<file path="config.mk">
export PLATFORM = sky130hd
export DESIGN_NAME = byte_stuffed_crc8_frame_encoder_unit
export DESIGN_NICKNAME = d
export VERILOG_FILES = /design/src/rtl/bsce_pkg.sv /design/src/rtl/byte_stuffed_crc8_frame_encoder_unit.sv /design/src/rtl/bsce_front.sv /design/src/rtl/bsce_queue.sv /design/src/rtl/bsce_back.sv
export SDC_FILE = /design/constraint.sdc
export NUM_CORES = 1
export LEC_CHECK = 0
export BUFFER_PORTS_ARGS = -buffer_cell sky130_fd_sc_hd__buf_4
export CORE_MARGIN = 2
export CORE_UTILIZATION = 45
export DETAILED_ROUTE_END_ITERATION = 12
export MAX_ROUTING_LAYER = met4
export PLACE_DENSITY = 0.64
export SYNTH_ARGS = -nofsm -noshare
export SYNTH_HDL_FRONTEND = slang
export SYNTH_SLANG_ARGS = --single-unit
</file>
<file path="constraint.sdc">
create_clock -name clk -period 3 [get_ports clk]
set_input_delay 0.6 -clock clk [delete_from_list [all_inputs] [get_ports clk]]
set_output_delay 0.6 -clock clk [all_outputs]
set_load 0.05 [all_outputs]
</file>
<file path="src/rtl/bsce_pkg.sv">
`default_nettype none
// ----------------------------------------------------------------------------
// bsce_pkg
// Shared types, constants and the CRC-8 update function for the
// byte-stuffed frame encoder.
// ----------------------------------------------------------------------------
package bsce_pkg;

	// register reset values
	localparam logic [7:0] HEADER_RST = 8'hAC;
	localparam logic [7:0] FOOTER_RST = 8'hAD;
	localparam logic [7:0] ESCAPE_RST = 8'hAE;
	localparam logic [7:0] MASK_RST   = 8'h80;

	// closing byte of every frame
	localparam logic [7:0] CLOSE_BYTE = 8'hFF;
	localparam logic [7:0] CRC_INIT   = 8'h00;

	// reflected CRC-8/Maxim shift constant
	localparam logic [7:0] CRC_POLY_REFL = 8'h8C;

	// configuration register indexes
	localparam int CFG_IDX_W = 8;
	localparam logic [CFG_IDX_W-1:0] CFG_HEADER = 8'd0;
	localparam logic [CFG_IDX_W-1:0] CFG_FOOTER = 8'd1;
	localparam logic [CFG_IDX_W-1:0] CFG_ESCAPE = 8'd2;
	localparam logic [CFG_IDX_W-1:0] CFG_MASK   = 8'd3;

	// command queue between front and back
	localparam int QDEPTH = 4;
	localparam int QAW    = $clog2(QDEPTH);
	localparam int QCW    = QAW + 1;

	typedef struct packed {
		logic [7:0] payload_byte;
		logic       last_byte;
	} payload_t;

	typedef struct packed {
		logic [7:0] out_byte;
		logic       frame_end;
	} line_t;

	typedef struct packed {
		logic [7:0] header_byte;
		logic [7:0] footer_byte;
		logic [7:0] escape_byte;
		logic [7:0] escape_mask;
	} cfg_t;

	// one classified payload byte, ready for the back end
	typedef struct packed {
		logic [7:0] data;
		logic [7:0] crc;
		logic       open;
		logic       esc_data;
		logic       last;
		logic       esc_crc;
	} cmd_t;

	// output steps of one command
	typedef enum logic [6:0] {
		ST_HDR  = 7'b0000001,
		ST_ESCD = 7'b0000010,
		ST_DATA = 7'b0000100,
		ST_ESCC = 7'b0001000,
		ST_CRC  = 7'b0010000,
		ST_FTR  = 7'b0100000,
		ST_END  = 7'b1000000
	} step_t;

	// bitwise reflected CRC-8 over one byte
	function automatic logic [7:0] crc8_update(input logic [7:0] crc, input logic [7:0] b);
		logic [7:0] c;
		c = crc ^ b;
		for (int k = 0; k < 8; k++) begin
			if (c[0]) begin
				c = (c >> 1) ^ CRC_POLY_REFL;
			end else begin
				c = c >> 1;
			end
		end
		return c;
	endfunction

	// true when a byte collides with a delimiter or the escape
	function automatic logic needs_escape(input logic [7:0] b, input cfg_t cfg);
		return (b == cfg.header_byte) || (b == cfg.footer_byte) || (b == cfg.escape_byte);
	endfunction

endpackage
`default_nettype wire

</file>
<file path="src/rtl/byte_stuffed_crc8_frame_encoder_unit.sv">
`default_nettype none
// ----------------------------------------------------------------------------
// byte_stuffed_crc8_frame_encoder_unit
// Frames payload bytes with header, byte stuffing, CRC-8/Maxim and footer.
// ----------------------------------------------------------------------------
// Payload bytes go in through a push/full queue port, the last byte of a
// message marked; framed line bytes come out through an empty/pop port, one
// byte per cycle unless the line side stalls. A payload byte produces 1
// line byte, or 2 when escaped, plus 1 for the header at frame start and
// 3 to 4 for CRC, footer and closing 0xFF after the last byte, so 1 to 7
// line bytes in all; the back-end sequencer emits them one at a time. A
// four-entry command queue lets input be taken while output
// is stalled. Registers 0 to 3 (header, footer, escape, mask) are written
// through the cfg port, which is always ready; write them only while idle.
// ----------------------------------------------------------------------------
module byte_stuffed_crc8_frame_encoder_unit import bsce_pkg::*; (
	input  wire logic                 clk,
	input  wire logic                 arst_n,
	// payload side
	input  wire logic                 push,
	input  wire payload_t             payload,
	output logic                      full,
	// line side
	output logic                      empty,
	output line_t                     line,
	input  wire logic                 pop,
	// configuration
	input  wire logic                 cfg_valid,
	output logic                      cfg_ready,
	input  wire logic [CFG_IDX_W-1:0] cfg_index,
	input  wire logic [7:0]           cfg_data
);

	cfg_t cfg_q;
	cmd_t front_cmd;
	cmd_t head;
	logic take;
	logic q_full;
	logic q_empty;
	logic head_done;

	assign cfg_ready = 1'b1;
	assign full      = q_full;
	assign take      = push && !q_full;

	// configuration registers
	always_ff @(posedge clk or negedge arst_n) begin
		if (!arst_n) begin
			cfg_q.header_byte <= HEADER_RST;
			cfg_q.footer_byte <= FOOTER_RST;
			cfg_q.escape_byte <= ESCAPE_RST;
			cfg_q.escape_mask <= MASK_RST;
		end else if (cfg_valid) begin
			unique case (cfg_index)
				CFG_HEADER: cfg_q.header_byte <= cfg_data;
				CFG_FOOTER: cfg_q.footer_byte <= cfg_data;
				CFG_ESCAPE: cfg_q.escape_byte <= cfg_data;
				CFG_MASK:   cfg_q.escape_mask <= cfg_data;
				default: begin
				end
			endcase
		end
	end

	bsce_front u_front (
		.clk     (clk),
		.arst_n  (arst_n),
		.take    (take),
		.payload (payload),
		.cfg     (cfg_q),
		.cmd     (front_cmd)
	);

	bsce_queue u_queue (
		.clk     (clk),
		.arst_n  (arst_n),
		.wr      (take),
		.wr_cmd  (front_cmd),
		.rd      (head_done),
		.head    (head),
		.q_full  (q_full),
		.q_empty (q_empty)
	);

	bsce_back u_back (
		.clk        (clk),
		.arst_n     (arst_n),
		.head       (head),
		.head_valid (~q_empty),
		.cfg        (cfg_q),
		.head_done  (head_done),
		.line       (line),
		.empty      (empty),
		.pop        (pop)
	);

endmodule
`default_nettype wire

</file>
<file path="src/rtl/bsce_front.sv">
`default_nettype none
// ----------------------------------------------------------------------------
// bsce_front
// Accepts payload bytes, keeps frame state and the running CRC, and turns
// each byte into a command for the back end.
// ----------------------------------------------------------------------------
module bsce_front import bsce_pkg::*; (
	input  wire logic     clk,
	input  wire logic     arst_n,
	input  wire logic     take,
	input  wire payload_t payload,
	input  wire cfg_t     cfg,
	output cmd_t          cmd
);

	logic       inside_frame_q;
	logic [7:0] crc_q;
	logic [7:0] crc_base;
	logic [7:0] crc_new;

	// new frame restarts the CRC
	assign crc_base = inside_frame_q ? crc_q : CRC_INIT;
	assign crc_new  = crc8_update(crc_base, payload.payload_byte);

	// classify the byte
	always_comb begin
		cmd.data     = payload.payload_byte;
		cmd.crc      = crc_new;
		cmd.open     = ~inside_frame_q;
		cmd.esc_data = needs_escape(payload.payload_byte, cfg);
		cmd.last     = payload.last_byte;
		cmd.esc_crc  = needs_escape(crc_new, cfg);
	end

	// frame state
	always_ff @(posedge clk or negedge arst_n) begin
		if (!arst_n) begin
			inside_frame_q <= 1'b0;
			crc_q          <= CRC_INIT;
		end else if (take) begin
			if (payload.last_byte) begin
				inside_frame_q <= 1'b0;
				crc_q          <= CRC_INIT;
			end else begin
				inside_frame_q <= 1'b1;
				crc_q          <= crc_new;
			end
		end
	end

endmodule
`default_nettype wire

</file>
<file path="src/rtl/bsce_queue.sv">
`default_nettype none
// ----------------------------------------------------------------------------
// bsce_queue
// Short command queue that decouples the front end from the back end.
// ----------------------------------------------------------------------------
module bsce_queue import bsce_pkg::*; (
	input  wire logic clk,
	input  wire logic arst_n,
	input  wire logic wr,
	input  wire cmd_t wr_cmd,
	input  wire logic rd,
	output cmd_t      head,
	output logic      q_full,
	output logic      q_empty
);

	localparam logic [QCW-1:0] QFULL = QCW'(QDEPTH);

	cmd_t           slot_q [QDEPTH];
	logic [QAW-1:0] wr_ptr_q;
	logic [QAW-1:0] rd_ptr_q;
	logic [QCW-1:0] count_q;

	assign head    = slot_q[rd_ptr_q];
	assign q_full  = (count_q == QFULL);
	assign q_empty = (count_q == '0);

	// storage
	always_ff @(posedge clk) begin
		if (wr) begin
			slot_q[wr_ptr_q] <= wr_cmd;
		end
	end

	// pointers and fill count
	always_ff @(posedge clk or negedge arst_n) begin
		if (!arst_n) begin
			wr_ptr_q <= '0;
			rd_ptr_q <= '0;
			count_q  <= '0;
		end else begin
			if (wr) begin
				wr_ptr_q <= wr_ptr_q + 1'b1;
			end
			if (rd) begin
				rd_ptr_q <= rd_ptr_q + 1'b1;
			end
			if (wr && !rd) begin
				count_q <= count_q + 1'b1;
			end else if (rd && !wr) begin
				count_q <= count_q - 1'b1;
			end
		end
	end

endmodule
`default_nettype wire

</file>
<file path="src/rtl/bsce_back.sv">
`default_nettype none
// ----------------------------------------------------------------------------
// bsce_back
// Sequencer that expands each command into line bytes, one per cycle unless
// the line side stalls, into an output register.
// ----------------------------------------------------------------------------
module bsce_back import bsce_pkg::*; (
	input  wire logic clk,
	input  wire logic arst_n,
	input  wire cmd_t head,
	input  wire logic head_valid,
	input  wire cfg_t cfg,
	output logic      head_done,
	output line_t     line,
	output logic      empty,
	input  wire logic pop
);

	step_t      step_q;
	logic       fresh_q;
	logic       out_valid_q;
	line_t      line_q;

	step_t      start;
	step_t      cur;
	step_t      nxt;
	logic [7:0] byte_v;
	logic       end_v;
	logic       done_v;
	logic       advance;

	// first step of a command
	always_comb begin
		if (head.open) begin
			start = ST_HDR;
		end else if (head.esc_data) begin
			start = ST_ESCD;
		end else begin
			start = ST_DATA;
		end
	end

	assign cur     = fresh_q ? start : step_q;
	assign advance = head_valid && (!out_valid_q || pop);

	// byte of the current step and the step after it
	always_comb begin
		byte_v = 8'h00;
		end_v  = 1'b0;
		done_v = 1'b0;
		nxt    = ST_HDR;
		unique case (cur)
			ST_HDR: begin
				byte_v = cfg.header_byte;
				nxt    = head.esc_data ? ST_ESCD : ST_DATA;
			end
			ST_ESCD: begin
				byte_v = cfg.escape_byte;
				nxt    = ST_DATA;
			end
			ST_DATA: begin
				byte_v = head.esc_data ? (head.data ^ cfg.escape_mask) : head.data;
				done_v = ~head.last;
				nxt    = head.esc_crc ? ST_ESCC : ST_CRC;
			end
			ST_ESCC: begin
				byte_v = cfg.escape_byte;
				nxt    = ST_CRC;
			end
			ST_CRC: begin
				byte_v = head.esc_crc ? (head.crc ^ cfg.escape_mask) : head.crc;
				nxt    = ST_FTR;
			end
			ST_FTR: begin
				byte_v = cfg.footer_byte;
				nxt    = ST_END;
			end
			ST_END: begin
				byte_v = CLOSE_BYTE;
				end_v  = 1'b1;
				done_v = 1'b1;
			end
			default: begin
				done_v = 1'b1;
			end
		endcase
	end

	assign head_done = advance && done_v;

	// sequencer state
	always_ff @(posedge clk or negedge arst_n) begin
		if (!arst_n) begin
			step_q  <= ST_HDR;
			fresh_q <= 1'b1;
		end else if (advance) begin
			fresh_q <= done_v;
			step_q  <= nxt;
		end
	end

	// output register
	always_ff @(posedge clk or negedge arst_n) begin
		if (!arst_n) begin
			out_valid_q <= 1'b0;
		end else if (advance) begin
			out_valid_q <= 1'b1;
		end else if (pop) begin
			out_valid_q <= 1'b0;
		end
	end

	always_ff @(posedge clk) begin
		if (advance) begin
			line_q.out_byte  <= byte_v;
			line_q.frame_end <= end_v;
		end
	end

	assign line  = line_q;
	assign empty = ~out_valid_q;

endmodule
`default_nettype wire

</file>
# Word level (Yosys, flattened, before mapping)
# Memories as Yosys holds them, arrays and structs flattened.
# Index checks and enable logic that the tools add are counted.
# W data, S select, Z words.
[totals]
input_bits = 30
out_inout_bits = 12
mem_bits_rw = 80
reg_bits = 66
mem_count = 1
latchBits = 0
romBits = 0
elab_cells = 102
[mem_list]
columns = ["name", "words", "word_bits", "rd", "rd_ports_with_merged_regs", "write_ports", "line_no", "source"]
rows = [
  ["u_queue.slot_q", 4, 20, 1, 0, 1, "bsce_queue.sv:19", "cmd_t slot_q [QDEPTH];"],
]
[op_classes]
eq_ne = 17
mul = 0
n_mux = 27
n_reduce_logical = 24
shifts = 0
order_cmp = 0
add_sub_neg = 4
div = 0
bitwise = 15
[ops]
columns = ["cell", "n"]
rows = [
  ["$mux W8", 12],
  ["$eq A8 B8 Y1", 6],
  ["$pmux W8 S6", 1],
  ["$pmux W7 S6", 1],
  ["$not A2 Y3", 8],
  ["$xor A8 B8 Y8", 3],
  ["$eq A8 B2 Y1 const B", 2],
  ["$mux W7", 2],
  ["$mux W3", 3],
  ["$eq A8 B1 Y1 const B", 1],
  ["$logic_not A8 Y1", 1],
  ["$reduce_and A2 Y1", 4],
  ["$eq A7 B1 Y1 const B", 1],
  ["$eq A7 B2 Y1 const B", 1],
  ["$eq A7 B3 Y1 const B", 1],
  ["$eq A7 B4 Y1 const B", 1],
  ["$eq A7 B5 Y1 const B", 1],
  ["$eq A7 B6 Y1 const B", 1],
  ["$eq A7 B7 Y1 const B", 1],
  ["$mux W1", 6],
  ["$logic_and A1 B1 Y1", 5],
  ["$logic_or A1 B1 Y1", 5],
  ["$mux W5", 1],
  ["$reduce_or A5 Y1", 1],
  ["10 further kinds", 18],
]

# Logic depth before layout (Yosys ltp)
[logic_depth]
depth_word = 21
depth_mapped = 13
ltp_nobuf = 12

# By module
# Synthesis repeated with hierarchy kept, for this count alone.
[unflattened]
cells_unflattened = 566
hier_area_um2 = 7647.3
[by_module_without_submodules]
columns = ["mod", "area_per_inst_um2", "seq_area_each_um2", "cells_per_inst", "instances"]
rows = [
  ["bsce_queue", 3283.1, 2577.5, 138, 1],
  ["bsce_front", 1565.3, 225.2, 181, 1],
  ["bsce_back", 1497.7, 498.0, 172, 1],
  ["byte_stuffed_crc8_frame_encoder_unit", 1301.2, 819.5, 75, 1],
]

# Least setup slack after synthesis
# OpenSTA, ideal clock, no wires.
[synth_timing]
path_kind = "flip-flop to flip-flop"
start = "register u_back.step_q[4]"
end = "register u_queue.count_q[2]"
t_required_ns = 2.921
period_less_slack_ns = 3.203
n_path_buf = 0
setup_time_ns = 0.079
arrival_ns = 3.124
stages_incl_launch_ff = 13
setup_slack_ns = -0.203
cell_sequence = "dfrtp_1 or3_1 or4_1 o21ai_1 nor4b_1 o21a_1 inv_1 ha_1 inv_1 fa_1 xor2_1 nor2_1 xor2_1"
[synth_between]
elab_chain_len = 8
word_cells_on_any_way = 15
cone_classes = "eq/ne (6); mux (3); reduce/logical (6)"
[synth_lines]
columns = ["item", "line_no", "source"]
rows = [
  ["start: declaration", "bsce_back.sv:19", "step_t step_q;"],
  ["start signal: assignment", "bsce_back.sv:98", "step_q <= nxt;"],
  ["$mux W7 (*)", "bsce_back.sv:43", "assign cur = fresh_q ? start : step_q;"],
  ["$eq A7 B1 Y1, or another cell as far along", "bsce_back.sv:52", "unique case (cur)"],
  ["$reduce_or A5 Y1 (no line)", "-", ""],
  ["$pmux W1 S2 (*)", "bsce_back.sv:52", ""],
  ["$logic_and A1 B1 Y1 (*)", "bsce_back.sv:89", "assign head_done = advance && done_v;"],
  ["$logic_not A1 Y1", "bsce_queue.sv:48", "if (wr && !rd) begin"],
  ["$logic_and A1 B1 Y1", "bsce_queue.sv:48", ""],
  ["$mux W3 / $reduce_bool A2 Y1 (equally long branches)", "-", ""],
  ["end signal: assignment", "bsce_queue.sv:49", "count_q <= count_q + 1'b1;"],
  ["end signal: assignment", "bsce_queue.sv:51", "count_q <= count_q - 1'b1;"],
  ["end: declaration", "bsce_queue.sv:22", "logic [QCW-1:0] count_q;"],
]
# Mark *: on every way between the ends. The rest lies on a longest branch, timed or not.
# A chain may end at the register's enable or synchronous reset.

# Worst setup path after layout
[layout_timing]
start = "register u_back.step_q[6]"
end = "register u_queue.count_q[2]"
# Same word-level chain as after synthesis.

==> results.json <==
{
  "status": "complete, no violations",
  "power_density_mw_per_mm2": 1040,
  "startpoint": "u_back.step_q[6]",
  "netSwitchingFraction_pct": 35.0,
  "critPathMostFrequentCell": "xor2_1",
  "die_h_um": 132,
  "cp-start-kind": "flip-flop",
  "pre_cts_slack_ns": -0.0905,
  "gr-total-overflow": 0,
  "numClockSinks": 146,
  "drive_gt1_share_pct": 33.9,
  "timing.rr.start": "u_back.step_q[6]",
  "drt.antenna.violating_nets": 0,
  "synth_ff_type": "edfxtp_1",
  "via_count": 4494,
  "crit_arrival_ns": 3.25,
  "finalPower_mw": 9.15,
  "ys_seq_elements": 146,
  "rsz0062_at_grt": "false",
  "clockBufferDepth": 2,
  "fin_tns_setup_ns": 0,
  "relSlewSlack_pct": 51.1,
  "first_pass_iters": 4,
  "yosys_warnings": 0,
  "setup_ws_ns": 0.0795,
  "clock_latency_ns": 0.43,
  "syn_inst": 522,
  "whs_ns": 0.232,
  "synth_cell_types": 63,
  "numCtsBuffers": 17,
  "diodes": 0,
  "drv_cap": 0,
  "crit_path_top_delay_cell": "or4_4",
  "syn_avg_cell_area_um2": 14.0,
  "grt_use_total_pct": 21.2,
  "nFillCells": 1342,
  "synth_area_mm2": 0.00733,
  "die_x_um": 132,
  "slew_viol_final": 0,
  "utilization_pct": 55.4,
  "crit_family": "simple AND/OR/NAND/NOR gates",
  "synth_seq_area_share_pct": 56.2,
  "multi_input_area_mm2": 0.00311,
  "start_util_pct": 46.1,
  "switchingPower_mw": 3.20,
  "yosys-top-cells-count": "edfxtp_1 (89), nand2_1 (47), xnor2_1 (46), dfrtp_1 (40), xor2_1 (40)",
  "power.leakage_nw": 3.48,
  "p_int_mw": 5.95,
  "placement_rows": 46,
  "dp.cells": 792,
  "worstSetupEndpointType": "flip-flop",
  "max_stage_delay_ns": 0.56,
  "cp_max_fo": 2,
  "critical_path_buf_inv_count": 2,
  "ys_async_sr_fraction_pct": 39.0,
  "tightest_slew_ns": 0.734,
  "skew_ns": 0.0201,
  "min_period_over_period_pct": 97.3,
  "synth_top_area_share_pct": 36.5,
  "hold_viol_final": 0,
  "post_dp_cell_area_mm2": 0.00808,
  "crit_chain": "or3_4, or4_4, o21ai_4, nor4b_4, o21a_1, inv_1, ha_4, inv_2, fa_2, xor2_1, nor2_1, xor2_1",
  "synth_top_cell_by_area": "edfxtp_1",
  "grt_pass1_wl_mm": 26.7,
  "routabilityCongestion": 0.941,
  "final_nets": 633,
  "crit_type": "flip-flop to flip-flop",
  "die_area_mm2": 0.0173,
  "drc": 0,
  "dp_hpwl_mm": 12.1,
  "p_comb_share_pct": 40.4,
  "grt_max_degree": 58,
  "pwr-share-clk_pct": 25.4,
  "grt_pass1_vias": 4737,
  "regArea_mm2": 0.00412,
  "wl_mm": 16.8,
  "finalSetupViolations": 0,
  "period_needed_ns": 2.92,
  "final_cells": 826,
  "viasPerCell": 5.44,
  "required_ns": 3.33,
  "drt-initial-drc-count": 267,
  "tritoncts": "built",
  "clkTransAtPathRegs_ns": 0.06,
  "area_growth_pct": 20.0,
  "antenna_found_initial": 0,
  "seqPwrFrac_pct": 34.3,
  "core-area_mm2": 0.0159,
  "root_buffer": "clkbuf_16",
  "post_drt_wl_per_cell_um": 20.4,
  "ios": 42,
  "htree_num_levels": 4,
  "syn-num-nets": 558,
  "design_area_mm2": 0.00879,
  "yosysMostFrequentCell": "edfxtp_1",
  "max_freq_mhz": 342,
  "numPortBuffers": 40,
  "synth_edf_count": 89,
  "ir_drop_v": 0.000522,
  "worstHoldPathType": "primary input to asynchronous set/reset pin",
  "synth_area_leaders": "edfxtp_1 (36%), dfrtp_1 (14%), mux4_2 (6.1%)"
}
## routing by layer
metal	vias to the layer above	share of wire [%]	GRT usage [%]
met5	-	0	-
met4	0	1.4	7.07
met3	13	4.2	4.67
met2	88	53	35.9
met1	2308	42	25.3
li1	2085	-	-
## power by group through the flow
| stage | combinational (mW) | clock, mW | sequential [mW] |
|---|---|---|---|
| CTS | 3.63 | 2.36 | 3.13 |
| finish | 3.69 | 2.32 | 3.13 |
| detailed placement | 3.60 | 0 | 3.16 |
| floorplan | 2.32 | 0 | 3.28 |
| global placement | 3.54 | 0 | 3.13 |
| global route | 4.01 | 2.45 | 3.19 |
## path summary, 6_finish.rpt
| path | to | depth (start not counted) | slack, ns |
|---|---|---|---|
| max | u_queue.count_q[2] | 12 | 0.08 |
| min | u_queue.wr_ptr_q[0] | 1 | 0.23 |
| max reg2reg | u_queue.count_q[2] | 12 | 0.08 |
| min reg2reg | u_queue.count_q[2] | 1 | 0.49 |
| max in group asynchronous | u_queue.rd_ptr_q[0] | 1 | 2.25 |
| min in group clk | u_back.out_valid_q | 2 | 0.40 |
## cell type report
class | count | area share [%]
clock buffers | 17 | 4.84
repair buffers | 77 | 6.57
flip-flops and latches | 146 | 46.9
inverters | 15 | 0.640
clock inverters | 15 | 2.63
well taps | 216 | 3.07
multi-input cells | 340 | 35.4
## sequential cells by signal, indices dropped and copies added (netlist names)
register                cells
cfg_q                      32
u_back.fresh_q              1
u_back.line                 9
u_back.out_valid_q          1
u_back.step_q               7
u_front.crc_q               8
u_front.inside_frame_q      1
u_queue.count_q             3
u_queue.rd_ptr_q            2
u_queue.slot_q             80
u_queue.wr_ptr_q            2
## placed cells by master (no fill, tap or decap), types with 17 or more instances in the layout
cell type  count
dfstp_2       17
xor2_1        39
dfrtp_1       39
buf_4         77
xnor2_1       46
nor2_1        18
nand2_1       47
edfxtp_1      89
mux4_2        20
mux2_2        32
clkbuf_16     17
## what timing repair did
action,4_1_cts,5_1_grt
gates cloned,0,0
pin swaps,1,5
setup endpoints to repair,2,6
resized for setup,1,7
hold buffers,0,0
setup buffers,0,2
## logic make-up after synthesis
kind of cell / after synthesis / share of synthesized area, %
muxes: 57 / 11.8
AOI/OAI and AO/OA: 60 / 6.52
and+or+nand+nor: 120 / 8.45
buffers and inverters: 36 / 2.37
adders and majority gates: 6 / 1.13
DFF: 146 / 56.2
other: 1 / 0.0512
xor gates and xnor gates: 96 / 13.5
Power figures use the tool's default switching activity.
